==> src/rtl/core/ccw_pkg.sv <==
package ccw_pkg;

	localparam int MaxAmount = 1023;
	localparam int Depth = MaxAmount + 1;
	localparam int AddrW = $clog2(Depth);
	localparam int CoinW = 10;
	localparam int TargetW = 10;
	localparam int CountW = 32;
	localparam int DataW = 32;
	localparam int PaddrW = 3;
	localparam int InDataW = 16;
	localparam int QueueDepth = 2;
	localparam int QPtrW = 1;

	localparam logic [CountW-1:0] CountMax = {CountW{1'b1}};
	localparam logic [AddrW-1:0] LastEntry = AddrW'(MaxAmount);
	localparam logic [PaddrW-1:0] CfgTargetAddr = PaddrW'(0);

	typedef struct packed {
		logic [AddrW-1:0] coin;
		logic [AddrW-1:0] target;
		logic last;
		logic skip;
	} item_t;

	typedef enum logic [2:0] {
		StIdle,
		StSweep,
		StDrain,
		StRdout,
		StEmit,
		StClear
	} state_t;

endpackage

==> src/rtl/core/ccw_front.sv <==
module ccw_front (
	input  logic                          clk,
	input  logic                          arst_n,
	input  logic                          in_valid,
	output logic                          in_ready,
	input  logic [ccw_pkg::CoinW-1:0]     coin_value,
	input  logic                          last_coin,
	input  logic [ccw_pkg::TargetW-1:0]   target,
	input  logic                          clearing,
	output logic                          item_valid,
	output ccw_pkg::item_t                item,
	input  logic                          item_pop
);

	ccw_pkg::item_t new_item;
	ccw_pkg::item_t queue_q [ccw_pkg::QueueDepth];
	logic [ccw_pkg::QPtrW-1:0] wr_ptr_q;
	logic [ccw_pkg::QPtrW-1:0] rd_ptr_q;
	logic [ccw_pkg::QPtrW:0] count_q;
	logic [ccw_pkg::AddrW-1:0] eff_target;
	logic push;

	// A target beyond the table is clamped to its last entry.
	always_comb begin
		if (int'(target) > ccw_pkg::MaxAmount) begin
			eff_target = ccw_pkg::LastEntry;
		end else begin
			eff_target = ccw_pkg::AddrW'(target);
		end
		new_item.coin = ccw_pkg::AddrW'(coin_value);
		new_item.target = eff_target;
		new_item.last = last_coin;
		new_item.skip = (coin_value == '0) || (int'(coin_value) > int'(eff_target));
	end

	assign in_ready = (count_q != (ccw_pkg::QPtrW+1)'(ccw_pkg::QueueDepth)) && !clearing;
	assign push = in_valid && in_ready;
	assign item_valid = (count_q != '0);
	assign item = queue_q[rd_ptr_q];

	always_ff @(posedge clk) begin
		if (push) begin
			queue_q[wr_ptr_q] <= new_item;
		end
	end

	always_ff @(posedge clk or negedge arst_n) begin
		if (!arst_n) begin
			wr_ptr_q <= '0;
			rd_ptr_q <= '0;
			count_q <= '0;
		end else begin
			if (push) begin
				wr_ptr_q <= wr_ptr_q + ccw_pkg::QPtrW'(1);
			end
			if (item_pop) begin
				rd_ptr_q <= rd_ptr_q + ccw_pkg::QPtrW'(1);
			end
			if (push && !item_pop) begin
				count_q <= count_q + (ccw_pkg::QPtrW+1)'(1);
			end else if (!push && item_pop) begin
				count_q <= count_q - (ccw_pkg::QPtrW+1)'(1);
			end
		end
	end

endmodule

==> config.mk <==
export PLATFORM = sky130hd
export DESIGN_NAME = ccw_front
export DESIGN_NICKNAME = d
export VERILOG_FILES = /design/src/rtl/core/ccw_pkg.sv /design/src/rtl/core/ccw_front.sv
export SDC_FILE = /design/constraint.sdc
export NUM_CORES = 1
export LEC_CHECK = 0
export BUFFER_PORTS_ARGS = -buffer_cell sky130_fd_sc_hd__buf_2
export CAP_MARGIN = 0
export CORE_MARGIN = 8
export CORE_UTILIZATION = 45
export CTS_CLUSTER_SIZE = 8
export DETAILED_ROUTE_END_ITERATION = 12
export MAX_ROUTING_LAYER = met4
export PLACE_DENSITY = 0.69
export SYNTH_ARGS = -nofsm -noshare
export SYNTH_HDL_FRONTEND = slang
export SYNTH_SLANG_ARGS = --single-unit
export TNS_END_PERCENT = 1
==> constraint.sdc <==
create_clock -name clk -period 3.5 [get_ports clk]
set_clock_uncertainty 0.2 [all_clocks]
set_input_delay 0.175 -clock clk [delete_from_list [all_inputs] [get_ports clk]]
set_output_delay 0.175 -clock clk [all_outputs]
set_load 0.01 [all_outputs]
==> run metrics <==
CP max FO 23; Finish-stage setup viols 0; CTS Sinks 48; Detailed Routing Iterations Pass 1 4; Top FF cell, synth edfxtp_1; row count 24; GP Congestion 0.805; Post-synth ARST share 8.33%; DP HPWL 2900 um; CORE AREA 4380 um2; num ports 50; Die Wd 83.9 um; Nets 241; grt ovf 0; f_max 447 MHz; Max stage delay on crit path 1.02 ns; number of synthesized flops with an enable pin 44; # port buffers 49; WL/cell 16.4 um; Core Util, Final 62.1%; largest net degree at the start of global routing 24; global-route wire length before repair 7130 um; H-tree Lvls 2; starting density of the core 47.3%; worst hold path class in2async; Area Overhead vs Synth 31.3%; Root Buffer clkbuf_8; Diodes inserted 0; Worst EP arrival 1.86 ns; status complete, no violations; ANT nets after route 0; min cycle time layout 2.24 ns; VDD IR max 0.339 mV; Longest Clk Path Bufs 2; Critical Path RT 3.12 ns; Setup Crit Path Kind reg2out; Post-Syn Nets 163; synth unique cells 23; die area 7040 um2; Inserted Clock Buffers 5; Slowest-stage cell, CP dfrtp_1; WL final 4200 um; Worst setup EP type output port; crit-path cells mux2_1 -> buf_2; Clock Latency Late Sink 0.29 ns; Ys Warns 0; Vias 1317; flops & latches, synth 48; number of max-cap violations 0; final hold vios 0; CTS tree done; post-route setup TNS 0 ns; drt drc 0; Setup Buffers After CTS 0; pwr dens 591 nW/um2; reg2reg start count_q[0]; sequential-to-total area share from yosys stat 68.6%; Mapped Avg Cell Area 16.5 um2; design area 2720 um2; slew margin rel. 28.4%; number of global-route vias before repair 1521; RSZ-0062 raised after global routing false; Tot GR Track Use 13.1%; Via density 5.12; Final Cycle Share 63.9%; Post-CTS Resized 0; Chip Height 83.9 um; Post-DP Area 2380 um2; Cell Area, Synth 2070 um2; crit path launch type flop; CP startpoint rd_ptr_q; max-slew violations 0; fillcell total 340; initial antenna violation count 0; Worst-path clk slew 0.08 ns; layout cells sized above 1 30.7%; initial DRC count 28; P_leak 1.11 nW; Mapped Cells 126; Slew @ Worst Pin 1.07 ns
==> cells in the mapped netlist, types with 2 or more instances <==
cell type	number	area, um2
edfxtp_1	44	1320
mux2_1	22	248
inv_1	13	48.8
ha_1	11	138
a21oi_1	6	30.0
dfrtp_1	4	100
nand2_1	4	15.0
xor2_1	3	26.3
buf_2	2	10.0
nand4_1	2	12.5
nor2_1	2	7.51
xnor2_1	2	17.5
==> final timing paths <==
| check | slack, ns | end | cells after the start |
|---|---|---|---|
| max | 1.26 | item[0] | 2 |
| min | 0.01 | count_q[0] | 2 |
| min in group clk | 0.02 | wr_ptr_q | 3 |
| min reg2reg | 0.30 | count_q[1] | 1 |
| max in group asynchronous | 2.97 | rd_ptr_q | 2 |
| max reg2reg | 1.28 | queue_q[1][17] | 3 |
==> through the flow <==
step           worst slack, ns  power [mW]  std cells  hold slack [ns]
6_report                  1.26        1.61        257          0.00950
5_1_grt                   1.11        1.71        257           0.0145
4_1_cts                   1.22        1.64        257          0.00107
3_5_place_dp              1.26        1.23        226           -0.210
3_3_place_gp              1.43        1.21        226           -0.221
2_1_floorplan             1.07        1.05        126           -0.321
==> critical path: cells and delay by family (launching register included) <==
kind     cells  cell delay, ns
flops        1            1.02
buf+inv      1            0.15
mux          1            0.40
==> power breakdown <==
group / internal, mW / leakage, nW / switching [mW]
logic: 0.213 / 0.610 / 0.207
registers: 0.723 / 0.449 / 0.0875
clock network: 0.212 / 0.0552 / 0.166
==> final cells by class <==
cell class	count	area (um2)	share of cell area, %
Sequential cell	48	1420	52.2
Multi-Input combinational cell	62	592	21.7
Timing Repair Buffer	73	483	17.7
Clock buffer	6	72.6	2.67
Tap cell	52	65.1	2.39
Inverter	14	52.6	1.93
Clock inverter	2	35.0	1.29
==> layer usage <==
layer | part of all wire [%] | track usage [%] | routed length (um) | vias to the layer above
met5 | 0 | - | 0 | -
met4 | 1.2 | 5.02 | 50 | 0
met3 | 6.0 | 4.30 | 253 | 5
met2 | 49 | 22.2 | 2050 | 46
met1 | 44 | 13.8 | 1860 | 643
li1 | - | - | - | 623
==> cells in the final DEF (no fill, tap or decap), drive strengths merged <==
cell type and instances:
mux2 22, nor3 2, dfrtp 4, or2 1, a2bb2oi 1, clkbuf 6, o221a 1, a21oi 6
xor2 3, bufinv 1, edfxtp 44, nand4 2, xnor2 2, inv 14, ha 11, dlygate4sd3 23
clkinv 1, o31ai 1, nor4 1, and3 1, or4 1, nand2 4, o21a 1, buf 50
nor2 2
==> timing repair <==
action                                  in CTS  in global routing
hold buffers                                23                  0
endpoints found under the hold margin       47                  0
endpoints found under the setup margin       0                  0
==> registers in the layout, indices dropped and copies added, names as in the netlist <==
name,cells
queue_q,44
count_q,2
rd_ptr_q,1
wr_ptr_q,1
==> logic make-up (layout without fill, tap and decap cells) <==
logic type | count (synthesis) | in the layout | share of synthesized area, %
flops | 48 | 48 | 68.6
mux | 22 | 22 | 11.9
buf+inv | 16 | 95 | 3.02
simple gates | 14 | 14 | 4.59
fa+ha+maj | 11 | 11 | 6.64
compound gates | 10 | 10 | 3.14
xor+xnor | 5 | 5 | 2.11
No activity file was read; power rests on OpenSTA's default activity.
